--- src/hdl/tals_ram.sv ---
`default_nettype none
module tals_ram #(
  parameter int WIDTH = 64,
  parameter int DEPTH = 64
) (
  input  wire logic                     clk,
  input  wire logic                     we,
  input  wire logic [$clog2(DEPTH)-1:0] waddr,
  input  wire logic [WIDTH-1:0]         wdata,
  input  wire logic [$clog2(DEPTH)-1:0] raddr,
  output      logic [WIDTH-1:0]         rdata
);

  logic [WIDTH-1:0] mem [DEPTH];

  // one write port, registered read port
  always_ff @(posedge clk) begin
    if (we) begin
      mem[waddr] <= wdata;
    end
    rdata <= mem[raddr];
  end

endmodule
`default_nettype wire

--- config.mk ---
export PLATFORM = sky130hd
export DESIGN_NAME = tals_ram
export DESIGN_NICKNAME = d
export VERILOG_FILES = /design/src/hdl/tals_ram.sv
export SDC_FILE = /design/constraint.sdc
export NUM_CORES = 2
export LEC_CHECK = 0
export BUFFER_PORTS_ARGS = -buffer_cell sky130_fd_sc_hd__buf_2
export CAP_MARGIN = 20
export CORE_MARGIN = 2
export CORE_UTILIZATION = 45
export DETAILED_ROUTE_END_ITERATION = 16
export PLACE_DENSITY = 0.67
export SYNTH_ARGS = -nofsm -noshare
export SYNTH_HDL_FRONTEND = slang
export SYNTH_SLANG_ARGS = --single-unit
export TNS_END_PERCENT = 1
--- constraint.sdc ---
create_clock -name clk -period 8.6 [get_ports clk]
set_clock_uncertainty 0.1 [all_clocks]
set_input_delay 1.72 -clock clk [delete_from_list [all_inputs] [get_ports clk]]
set_output_delay 1.72 -clock clk [all_outputs]
set_load 0.05 [all_outputs]
== Yosys cells after proc, flatten, opt, wreduce, memory -nomap -nowiden ==
Memory sizes are Yosys's and may differ from the RTL's. A register that Yosys moved wholly into a read port is not among the register bits.
Cells that the tools add are included.
Storage, ports and cells
  bits in registers: 0
  memory bits (writable): 4096
  input bits: 78
  output and inout port bits: 64
  logic and storage cells: 3
  memories: 1
Operators by class
  multiplexer cells: 2
Memory list
  mem: words 64, width 64, read ports 1, clocked after Yosys merged registers in 1, wr ports 1, line 14  | logic [WIDTH-1:0] mem [DEPTH];
Operators by type and width (number)
  1-bit two-way mux: 2

== Longest topological paths before layout ==
  word-level depth: 2
  depth in mapped cells: 9
  gate-level depth less buffers: 5

== Worst setup path after synthesis ==
Ideal clock, no wire load.
  path kind: input -> register
  start: input port waddr[3]
  end: memory mem[48][0], enable pin
  setup time: 564 ps
  data arrival time: 6592 ps
  data required time: 7936 ps
  slack: 1344 ps
  stages: 4
  buffers on the path: 1
  path through: clkbuf_1 nor2b_1 nand4b_1 nor3_1
RTL lines
  start: declaration: line 8  | input wire logic [$clog2(DEPTH)-1:0] waddr,
  end: declaration: line 14
Straight into the memory's write port.

== Final worst setup path ==
  start: input port we
  end: memory mem[22][12], enable pin
On the way
  longest elaborated chain between the ends: 2
Ends and longest elaborated chain
  start: declaration: line 7  | input wire logic we,
  1-bit two-way mux: line 18  | if (we) begin
  1-bit two-way mux (not written as such): line 19  | mem[waddr] <= wdata;
Every way passes these cells.

==> metrics.md <==
| Metric | Value |
|---|---|
| Max Root-Sink Buffers | 4 |
| CTS Buf Count | 404 |
| Gr ovfl total | 0 |
| Post-CTS Setup Repair Bufs | 0 |
| TritonCTS clock tree | yes |
| Share of layout cells above drive strength 1 | 0.286 |
| Cell Int Power | ~33 mW |
| Netlist cell types | 33 |
| Reg2reg setup slack | approximately 6300 ps |
| Yosys warning total | 0 |
| Post-Synthesis Cells | roughly 6600 |
| Final Setup Violations | 0 |
| Die X | 593 µm |
| DR vias | about 76000 |
| Reg clk slew, reported paths | about 60 ps |
| Crit Path Class | primary input to flip-flop |
| Die height | slightly below 600 µm |
| WL per Instance | about 36 µm |
| Most frequent cells in the layout | edfxtp_1 (4096), mux4_2 (1024), clkbuf_16 (409) |
| Psw | about 9.0 mW |
| GRT Resource Usage Total | 0.238 |
| Max-Slew Margin vs Limit | 0.199 |
| Area Overhead vs Synth | 13.5% |
| DRT Pass-1 Iters | 5 |
| Startpoint types | primary input |
| First-pass GRT wire length | around 590 mm |
| Inst Count DP | 11200 |
| Routed wire length | 425 mm |
| Max-cap violations | 0 |
| Drt first-iter violations | approximately 12000 |
| Global placer's final weighted congestion | ~0.82 |
| Resize count post-CTS | 0 |
| Setup TNS | 0 ps |
| HPWL after DPL | 224 mm |
| Period minus WS final | ~4400 ps |
| Latest clock arrival within the worst-skew pair | approximately 930 ps |
| Peak supply drop | around 210 µV |
| Comb power frac | 0.049 |
| Worst slew pin tran | around 1200 ps |
| Switch share | 0.212 |
| Mean Syn Cell Area | between 20 and 25 µm² |
| DRC Markers | 0 |
| Max Fclk | about 230 MHz |
| Core area | approximately 0.35 mm² |
| I/O Buffers | 141 |
| Min-Delay Path Class | flip-flop to flip-flop |
| H-Tree Depth | 5 |
| Sequential power share | 0.532 |
| Starting Density | 0.452 |
| Tcrit/Tclk final | 0.513 |
| Vias in the first global route | between 70000 and 80000 |
| Synth Cell Area | between 0.15 and 0.2 mm² |
| Register area share after synthesis | 0.795 |
| IO Pins | 142 |
| CTS root buf | clkbuf_16 |
| RSZ-0062 raised after global routing | false |
| Drt via density | between 6 and 7 |
| Clock network power share | 0.419 |
| Antenna violations before repair | 34 |
| P_leak | ~55 nW |
| NumNets Final | just over 7000 |
| Total power | 42.4 mW |
| Max Slew Vio Count | 0 |
| Synth Net Count | 6676 |
| Status | completed |
| CP Capture Type | flip-flop |
| CP required | about 9000 ps |
| Yosys reg bits | roughly 4200 |
| Largest net degree at the start of global routing | between 100 and 150 |
| Commonest non-fill, non-tap cell in the layout | edfxtp_1 |
| ANT nets after route | 0 |
| Hold Buf Count CTS | 0 |
| Cell Rows | between 200 and 250 |
| Final Hold Vio Count | 0 |
| Max FO, Critical Path | 35 |
| Clock sinks | approximately 4200 |
| Non-filler cells, final | around 12000 |
| Placed cell areas | 0.164 mm² |
| CP Data Arrival Time | 4810 ps |
| Area of the die | around 0.35 mm² |
| Pwr Density | 239 mW/mm² |
| Fin area | 0.178 mm² |
| Final Util | 0.513 |
## metal layers
layer  global-route usage  part of all wire
met3               0.0448              0.10
met1                0.328              0.37
met2                0.382              0.48
met5                    0           0.00036
met4               0.0861             0.039
## power by group through the flow
stage | Clock (mW) | Sequential, mW | Combinational (mW)
final | 17.8 | 22.6 | 2.08
after global routing | 18.7 | 22.6 | 2.18
after CTS | 17.9 | 22.6 | 2.05
after detailed placement | 0 | 23.0 | 2.04
after global placement | 0 | 23.0 | 2.00
after floorplan | 0 | 23.1 | 1.05
## sequential cells by signal (all words and copies together) (netlist names)
name   flops
mem     4096
rdata     64
## worst paths after layout
check	end	cells past startpoint	from
worst max-delay path	mem[22][12]	6	we
worst min-delay path	rdata[2]	4	mem[54][2]
worst max register to register	rdata[35]	5	mem[63][35]
worst min register to register	rdata[2]	4	mem[54][2]
## cell type report
cell class / count / area, µm²
Tap cell: 4578 / 5730
Fill cell: 26300 / 168000
Clock inverter: 239 / 2430
Sequential cell: 4160 / 124000
Multi-Input combinational cell: 2049 / 30800
Antenna cell: 13 / 32.5
Timing Repair Buffer: 377 / 3400
Clock buffer: 502 / 10800
Inverter: 19 / 71.3
## worst max-delay path: stages
cell     delay, ps
buf_2          200
nor2b_1        280
nand3_1        590
nor2_4         560
buf_4          460
buf_4          840
## synthesized netlist by cell type (all sizes together)
| cell | number | area share |
|---|---|---|
| a211oi | 63 | 0.0030 |
| a22o | 88 | 0.0049 |
| a22oi | 168 | 0.0081 |
| a2bb2oi | 19 | 0.0011 |
| a31o | 1 | 0.000056 |
| a31oi | 18 | 0.00072 |
| a41oi | 26 | 0.0015 |
| and2 | 3 | 0.00012 |
| and3 | 64 | 0.0026 |
| buf | 230 | 0.0080 |
| clkbuf | 140 | 0.0034 |
| dfxtp | 64 | 0.0082 |
| edfxtp | 4096 | 0.79 |
| inv | 19 | 0.00046 |
| mux2i | 135 | 0.0086 |
| mux4 | 1024 | 0.15 |
| nand2 | 58 | 0.0014 |
| nand2b | 11 | 0.00044 |
| nand3 | 45 | 0.0014 |
| nand3b | 2 | 0.000096 |
| nand4 | 2 | 0.000080 |
| nand4b | 1 | 0.000056 |
| nor2 | 112 | 0.0027 |
| nor2b | 28 | 0.0011 |
| nor3 | 2 | 0.000064 |
| o221ai | 38 | 0.0021 |
| o22ai | 83 | 0.0033 |
| or2 | 28 | 0.0011 |
| or3 | 29 | 0.0012 |
| or3b | 1 | 0.000056 |
## metrics by stage
step                      hold WS, ps  setup WS, ps
after floorplan                   688          1340
after global placement            732          3300
after detailed placement          747          3320
after CTS                         727          4250
after global routing              787          4040
final                             734          4190
## cells by family after synthesis
family | Yosys count | synth area share
AOI/OAI and AO/OA | 504 | 0.0248
buffers and inverters | 389 | 0.0118
DFF | 4160 | 0.795
muxes | 1159 | 0.156
and+or+nand+nor | 386 | 0.0124
(Power assumes the default switching activity.)
