File: src/hdl/tals_pkg.sv
`default_nettype none
package tals_pkg;

  localparam int MIN_STEPS = 3;
  localparam logic signed [63:0] S64_MAX = 64'sh7FFF_FFFF_FFFF_FFFF;
  localparam logic signed [63:0] S64_MIN = 64'sh8000_0000_0000_0000;
  localparam logic signed [63:0] ONE_Q30 = 64'sh0000_0000_4000_0000;

  // product scaling: level factors, weights/discount, payoff gearing
  typedef enum logic [1:0] {
    SH_LVL,
    SH_WGT,
    SH_PAY
  } shift_t;

  typedef enum logic [1:0] {
    ACT_PRICE,
    ACT_DELTA,
    ACT_ZERO,
    ACT_SPARE
  } action_t;

  typedef enum logic [2:0] {
    REG_UP_FIRST,
    REG_DOWN_FIRST,
    REG_UP_SECOND,
    REG_DOWN_SECOND,
    REG_PROB_UU,
    REG_PROB_UD,
    REG_PROB_DU,
    REG_STEPS
  } reg_idx_t;

  typedef enum logic [4:0] {
    ST_IDLE,
    ST_LV_START,
    ST_LV_STEP,
    ST_LV_WAIT,
    ST_GF_RD,
    ST_GF_M1,
    ST_GF_W1,
    ST_GF_W2,
    ST_RB_RD,
    ST_RB_MUL,
    ST_RB_WAIT,
    ST_RB_WR,
    ST_FN_RD,
    ST_FN_MUL,
    ST_FN_WAIT,
    ST_PR_MUL,
    ST_PR_WAIT,
    ST_NM_MUL,
    ST_NM_WAIT,
    ST_DN_MUL,
    ST_DN_WAIT,
    ST_DV_RUN,
    ST_OUT
  } state_t;

  typedef struct packed {
    logic              start;
    logic signed [63:0] a;
    logic signed [63:0] b;
    shift_t            sh;
  } mul_req_t;

  typedef struct packed {
    logic              done;
    logic signed [63:0] res;
    logic [127:0]      prod;
  } mul_rsp_t;

  function automatic logic [63:0] mag64(input logic signed [63:0] x);
    mag64 = x[63] ? (64'd0 - x) : x;
  endfunction

  function automatic logic signed [63:0] from_mag(input logic [63:0] m, input logic neg,
                                                  input logic over);
    if (neg) begin
      from_mag = (over || m[63]) ? S64_MIN : -$signed(m);
    end else begin
      from_mag = (over || m[63]) ? S64_MAX : $signed(m);
    end
  endfunction

  function automatic logic signed [63:0] sadd(input logic signed [63:0] a,
                                              input logic signed [63:0] b);
    logic [64:0] s;
    s = {a[63], a} + {b[63], b};
    if (s[64] != s[63]) sadd = s[64] ? S64_MIN : S64_MAX;
    else sadd = s[63:0];
  endfunction

  function automatic logic signed [63:0] ssub(input logic signed [63:0] a,
                                              input logic signed [63:0] b);
    logic [64:0] s;
    s = {a[63], a} - {b[63], b};
    if (s[64] != s[63]) ssub = s[64] ? S64_MIN : S64_MAX;
    else ssub = s[63:0];
  endfunction

endpackage
`default_nettype wire

File: src/hdl/tals_mul.sv
`default_nettype none
module tals_mul (
  input  wire logic               clk,
  input  wire logic               rst_n,
  input  wire tals_pkg::mul_req_t req,
  output      tals_pkg::mul_rsp_t rsp
);
  import tals_pkg::*;

  logic          busy_r;
  logic          fin_r;
  logic [1:0]    cnt_r;
  logic          neg_r;
  shift_t        sh_r;
  logic [63:0]   ma_r;
  logic [63:0]   mb_r;
  logic [127:0]  acc_r;
  logic          done_r;
  logic signed [63:0] res_r;
  logic [127:0]  prod_r;

  logic [31:0]   a_half;
  logic [31:0]   b_half;
  logic [63:0]   pp;
  logic [127:0]  pp_sh;
  logic [127:0]  rnd;
  logic          over;
  logic [63:0]   m;

  // one 32x32 partial product per cycle
  assign a_half = cnt_r[1] ? ma_r[63:32] : ma_r[31:0];
  assign b_half = cnt_r[0] ? mb_r[63:32] : mb_r[31:0];
  assign pp     = a_half * b_half;

  always_comb begin
    case (cnt_r)
      2'd0:    pp_sh = {64'd0, pp};
      2'd3:    pp_sh = {pp, 64'd0};
      default: pp_sh = {32'd0, pp, 32'd0};
    endcase
  end

  // round half away from zero on the magnitude, then saturate
  always_comb begin
    case (sh_r)
      SH_LVL: begin
        rnd  = acc_r + (128'd1 << 27);
        over = |rnd[127:92];
        m    = rnd[91:28];
      end
      SH_WGT: begin
        rnd  = acc_r + (128'd1 << 29);
        over = |rnd[127:94];
        m    = rnd[93:30];
      end
      default: begin
        rnd  = acc_r + (128'd1 << 31);
        over = |rnd[127:96];
        m    = rnd[95:32];
      end
    endcase
  end

  always_ff @(posedge clk) begin
    if (!rst_n) begin
      busy_r <= 1'b0;
      fin_r  <= 1'b0;
      done_r <= 1'b0;
      cnt_r  <= 2'd0;
    end else begin
      done_r <= busy_r && fin_r;
      if (!busy_r) begin
        if (req.start) begin
          busy_r <= 1'b1;
          fin_r  <= 1'b0;
          cnt_r  <= 2'd0;
          ma_r   <= mag64(req.a);
          mb_r   <= mag64(req.b);
          neg_r  <= req.a[63] ^ req.b[63];
          sh_r   <= req.sh;
          acc_r  <= '0;
        end
      end else if (!fin_r) begin
        acc_r <= acc_r + pp_sh;
        cnt_r <= cnt_r + 2'd1;
        if (cnt_r == 2'd3) fin_r <= 1'b1;
      end else begin
        busy_r <= 1'b0;
        res_r  <= from_mag(m, neg_r, over);
        prod_r <= acc_r;
      end
    end
  end

  assign rsp.done = done_r;
  assign rsp.res  = res_r;
  assign rsp.prod = prod_r;

endmodule
`default_nettype wire

File: config.mk
export PLATFORM = sky130hd
export DESIGN_NAME = tals_mul
export DESIGN_NICKNAME = d
export VERILOG_FILES = /design/src/hdl/tals_pkg.sv /design/src/hdl/tals_mul.sv
export SDC_FILE = /design/constraint.sdc
export NUM_CORES = 2
export LEC_CHECK = 0
export ABC_AREA = 1
export BUFFER_PORTS_ARGS = -buffer_cell sky130_fd_sc_hd__buf_4
export CAP_MARGIN = 20
export CELL_PAD_IN_SITES_DETAIL_PLACEMENT = 1
export CELL_PAD_IN_SITES_GLOBAL_PLACEMENT = 1
export CORE_ASPECT_RATIO = 0.9
export CORE_UTILIZATION = 36
export CTS_CLUSTER_DIAMETER = 200
export DETAILED_ROUTE_END_ITERATION = 10
export PLACE_DENSITY_LB_ADDON = 0.1
export SYNTH_ARGS = -nofsm -noshare
export SYNTH_HDL_FRONTEND = slang
export SYNTH_SLANG_ARGS = --single-unit
File: constraint.sdc
create_clock -name clk -period 15.25 [get_ports clk]
set_input_delay 3.05 -clock clk [delete_from_list [all_inputs] [get_ports clk]]
set_output_delay 3.05 -clock clk [all_outputs]
set_load 0.05 [all_outputs]
Word-level counts from Yosys, hierarchy flattened
Index checks and enable logic that the tools add are counted. Widths: inputs -> output; s select.

Output and inout bits: 193. Flip-flop bits (word level): 456. Word-level logic and storage cells: 62. Input bits: 133.

Eq/ne operators: 3. Add/subtract/negate cells: 8. $mul: 1. Reduce and logical (&&, ||, !) cells: 12. Multiplexer cells: 23. Bitwise operators: 2.

Operators by type and width (number): $mux 128 (3); $pmux 128 s2 (1); $mux 64 (3); $add 128x128->128 (1); $add 128x28->128 const B (1); $add 128x30->128 const B (1); $add 128x32->128 const B (1); $pmux 64 s2 (1); $sub 1x64->64 const A (2); $mux 63 (2); $mul 32x32->64 (1); $mux 32 (2); $neg 64->64 (1); $reduce_or 36->1 (1); $reduce_or 34->1 (1); $reduce_or 32->1 (1); $reduce_and 3->1 (3); $mux 1 (7); $mux 2 (3); $logic_not 2->1 (2); $add 2x1->2 const B (1); $eq 2x1->1 const B (1); $eq 2x2->1 const B (1); $ne 2x2->1 const B (1); other kinds (7) (7).

Depth between registers and ports, before layout
Depth in word-level cells: 6. Depth in mapped cells: 57. Gate-level depth less buffers: 54.

Worst setup path after synthesis
Ideal clock, no wire load.

Kind: input -> register. Start point: input rst_n. End point: register prod_r[0] (enable). Data required time: 14503 ps. Path buffers: 0. Path slack: 3382 ps. Arrival: 11121 ps. Stages on the path: 2. Setup time: 747 ps. Cell sequence: inv_1 nor2_1.

Longest elaborated chain between the ends: 1.

Ends and longest elaborated chain: from (decl) (line tals_mul.sv:4) `input wire logic rst_n,`; $reduce_and 3->1 (no source line); to (signal assigned) (line tals_mul.sv:90) `prod_r <= acc_r;`; to (decl) (line tals_mul.sv:20) `logic [127:0] prod_r;`.

No other way between the ends. A chain may end at the register's enable or synchronous reset.

Final worst setup path
Start point: register cnt_r[0]. End point: register acc_r[70], data pin.

Longest elaborated chain between the ends: 6. Elaborated cells between the ends (all ways): 8. Classes of those cells: add/sub (1); mul (1); eq/ne (1); mux (4); reduce/logical (1).

Ends and longest elaborated chain: from (decl) (line tals_mul.sv:12) `logic [1:0] cnt_r;`; from (signal assigned) (line tals_mul.sv:85) `cnt_r <= cnt_r + 2'd1;`; $mux 32 (line tals_mul.sv:32) `assign b_half = cnt_r[0] ? mb_r[63:32] : mb_r[31:0];`; $mul 32x32->64 (line tals_mul.sv:33) `assign pp = a_half * b_half;`; $pmux 128 s2 * (line tals_mul.sv:36) `case (cnt_r)`; $add 128x128->128 * (line tals_mul.sv:84) `acc_r <= acc_r + pp_sh;`; $mux 128 * (line tals_mul.sv:83) `end else if (!fin_r) begin`; $mux 128 * (line tals_mul.sv:72) `if (!busy_r) begin`; to (signal assigned) (line tals_mul.sv:84); to (decl) (line tals_mul.sv:17) `logic [127:0] acc_r;`.

Mark *: on every way between the ends. The rest lies on a longest branch, timed or not. The select of a mux whose other input is x is not followed.

==> metrics.md <==
| Metric | Value |
|---|---|
| Ranking of synthesized cells by area | `fa_1 (24%), edfxtp_1 (18%), nand2_1 (11%)` |
| CP Max Fanout | `34` |
| YS warnings | `0` |
| Ys async rst share | `0%` |
| Worst skew pair latency | `between 0.7 and 0.8 ns` |
| Post-CTS Setup Repair Bufs | `0` |
| Initial Utilization | `a little over a third` |
| Post-DP HPWL | `approximately 330000 um` |
| CTS tree | `yes` |
| DRC viols | `0` |
| Core Rows | `between 150 and 200` |
| Post-Route WL | `approximately 400000 um` |
| Post-synth cell types | `~50` |
| Reg2reg end | `acc_r[70]` |
| Slew margin rel. | `between 7 and 8%` |
| Setup-failing EPs final | `0` |
| Worst Hold Launch | `acc_r[0]` |
| Area of the mapped netlist | `74310 sq um` |
| Hold_buf cts | `0` |
| Flop-to-flop setup slack | `1.22 ns` |
| Via count of the first global-routing pass | `between 70000 and 80000` |
| Sequential element share of the synthesized area | `between 10% and 20%` |
| First-pass GRT wire length | `roughly 560000 um` |
| Commonest cells in the netlist | `nand2_1 (2099), inv_1 (1891), nor2_1 (1791)` |
| EDFF count, synth | `451` |
| CP startpoint kind | `flip-flop` |
| Count leader, synth | `nand2_1` |
| Pins Over Slew Limit | `0` |
| Slowest cell on the critical path | `o21ai_0` |
| Post-route ant nets | `0` |
| Die area | `~210000 sq um` |
| Hold Path Sink | `prod_r[0]` |
| Final worst-path cycle share | `about nine tenths` |
| R2R Path Start | `cnt_r[0]` |
| Main flop type after synthesis | `edfxtp_1` |
| Slew @ Worst Pin | `around 1.4 ns` |
| R2R cell count | `40` |
| Mean Syn Cell Area | `between 7 and 8 sq um` |
| Placeable core region | `204300 sq um` |
| Share of cells above drive strength 1 | `about 8%` |
| 1st-iter DRT viols | `slightly above 8000` |
| Largest net degree at the start of global routing | `93` |
| Die Span X | `480.9 um` |
| Synth Net Count | `11780` |
| Min Tclk post-route | `around 14 ns` |
| Worst hold path depth | `0` |
| Worst hold-check path type | `reg2reg` |
| CTS Root Cell | `clkbuf_16` |
| Status | `complete, no violations` |
| Vias per inst | `5.630` |
| WP data arrival | `around 14 ns` |
| Max Fclk | `roughly 0.071 GHz` |
| Avg WL per Cell | `~30 um` |
| Most frequent CP cell | `fa_1` |
| Largest stage delay on the critical path | `between 0.8 and 0.9 ns` |
| I/O pin cnt | `around 330` |
| Synth top area share | `24.17%` |
| Crit Path Class | `reg2reg` |
| GRT overflow | `0` |
| Worst Path Required | `15.68 ns` |
| Total track usage | `between 30% and 40%` |
| Worst setup EP type | `flip-flop` |
| CTS resizes | `0` |
| Die Span Y | `433.0 um` |
| Worst-path clk slew | `around 0.06 ns` |
| CTS buffer count | `57` |
| P&R area growth vs syn | `11.34%` |
| NumNets Final | `approximately 12000` |
| Final Hold Fails | `0` |
| Global placer's final weighted congestion | `about 1.0` |
| Clock skew | `around 0.12 ns` |
| Setup TNS Final | `0 ns` |
| Cell type with the largest total area after synthesis | `fa_1` |
| MaxCap Viol Count | `0` |
| Port bufs | `between 300 and 400` |
| Initial antenna violation count | `29` |
| Synth Register Bits | `456` |
| H-tree depth | `2` |
| Clk sinks | `about 460` |
| Clock buffer depth | `3` |
| Number of iterations in the first detailed-routing pass | `7` |
| Gate Count Post-Synth | `between 10000 and 15000` |
| Vias | `75440` |
| RSZ-0062 raised after global routing | `no` |
per-stage QoR:
stage,utilization [%],cells,setup WS (ns),cell area [sq um],hold WS [ns]
2_1_floorplan,-,10350,3.382,74310,0.4334
3_3_place_gp,39.45,13280,1.596,80590,0.4427
3_5_place_dp,39.49,13280,1.811,80670,0.4442
4_1_cts,40.47,13390,1.730,82670,0.4594
5_1_grt,40.49,13390,0.8732,82710,0.4762
6_report,40.50,13400,1.221,82730,0.4642
worst max-delay path, delay by kind of cell (launching register included):
kind	cells	cell delay, ns
adders and majority gates	10	4.71
AOI/OAI and AO/OA	11	4.42
buffers and inverters	9	1.99
and+or+nand+nor	9	1.66
xor gates and xnor gates	1	0.51
DFF	1	0.34
layout make-up:
cell class	instances	area [sq um]
fill	25800	121600
sequential	456	13650
multi-input combinational	7676	52560
clock buffer	66	1470
clock inverter	37	528.0
inverter	1947	7308
antenna	8	20.02
timing repair buffer	506	3819
tap	2703	3382
cells by family after synthesis:
| family | synth area share, % |
|---|---|
| fa+ha+maj | 30.99 |
| xor+xnor | 2.782 |
| flops | 18.36 |
| compound gates | 9.308 |
| simple gates | 27.28 |
| buf+inv | 11.29 |
state kept, by name, indices dropped and copies added, names as in the netlist:
name / cells
prod_r: 128
done_r: 1
sh_r: 2
neg_r: 1
res_r: 64
cnt_r: 2
acc_r: 128
ma_r: 64
mb_r: 64
busy_r: 1
fin_r: 1
worst max path at each step:
| stage | from | endpoint | slack [ns] | cells past startpoint |
|---|---|---|---|---|
| 2_1_floorplan | rst_n | prod_r[0] | 3.38 | 2 |
| 3_3_place_gp | cnt_r[0] | acc_r[82] | 1.60 | 39 |
| 3_5_place_dp | cnt_r[0] | acc_r[70] | 1.81 | 40 |
| 4_1_cts | cnt_r[0] | acc_r[70] | 1.73 | 40 |
| 5_1_grt | cnt_r[0] | acc_r[70] | 0.87 | 40 |
| 6_report | cnt_r[0] | acc_r[70] | 1.22 | 40 |
routing by layer:
metal  track usage (%)  vias up  share of wire [%]
met5           0.09337        -              0.010
met4             13.14        2                4.0
met3             9.244      577                 10
met2             53.93     3521                 41
met1             55.15    38400                 45
li1                  -    32940                  -
layout by cell type (no fill, tap or decap), types with 17 or more instances in the layout:
cell and count:
nand2_1 2097, inv_1 1889, nor2_1 1787, fa_1 897, nand3_1 548, buf_4 498
a21oi_1 486, edfxtp_1 451, ha_1 405, o21ai_0 391, xor2_1 152, nand4_1 122
xnor2_1 80, o21a_1 79, nor3_1 73, or2_2 67, clkbuf_16 57, o22ai_1 53
nand3b_1 53, nor2_2 45, o21ai_2 42, a31oi_1 39, clkinv_1 37, o21bai_1 32
nor4_1 30, a21boi_0 24, o21ai_1 23, inv_2 23, a21o_1 22, nor2_4 21
nand2_2 18, o211ai_1 17, a221oi_1 17
Power is left out: the tool's default activity adds up to more than one toggle a clock period on the data nets, which glitch-free logic cannot reach.
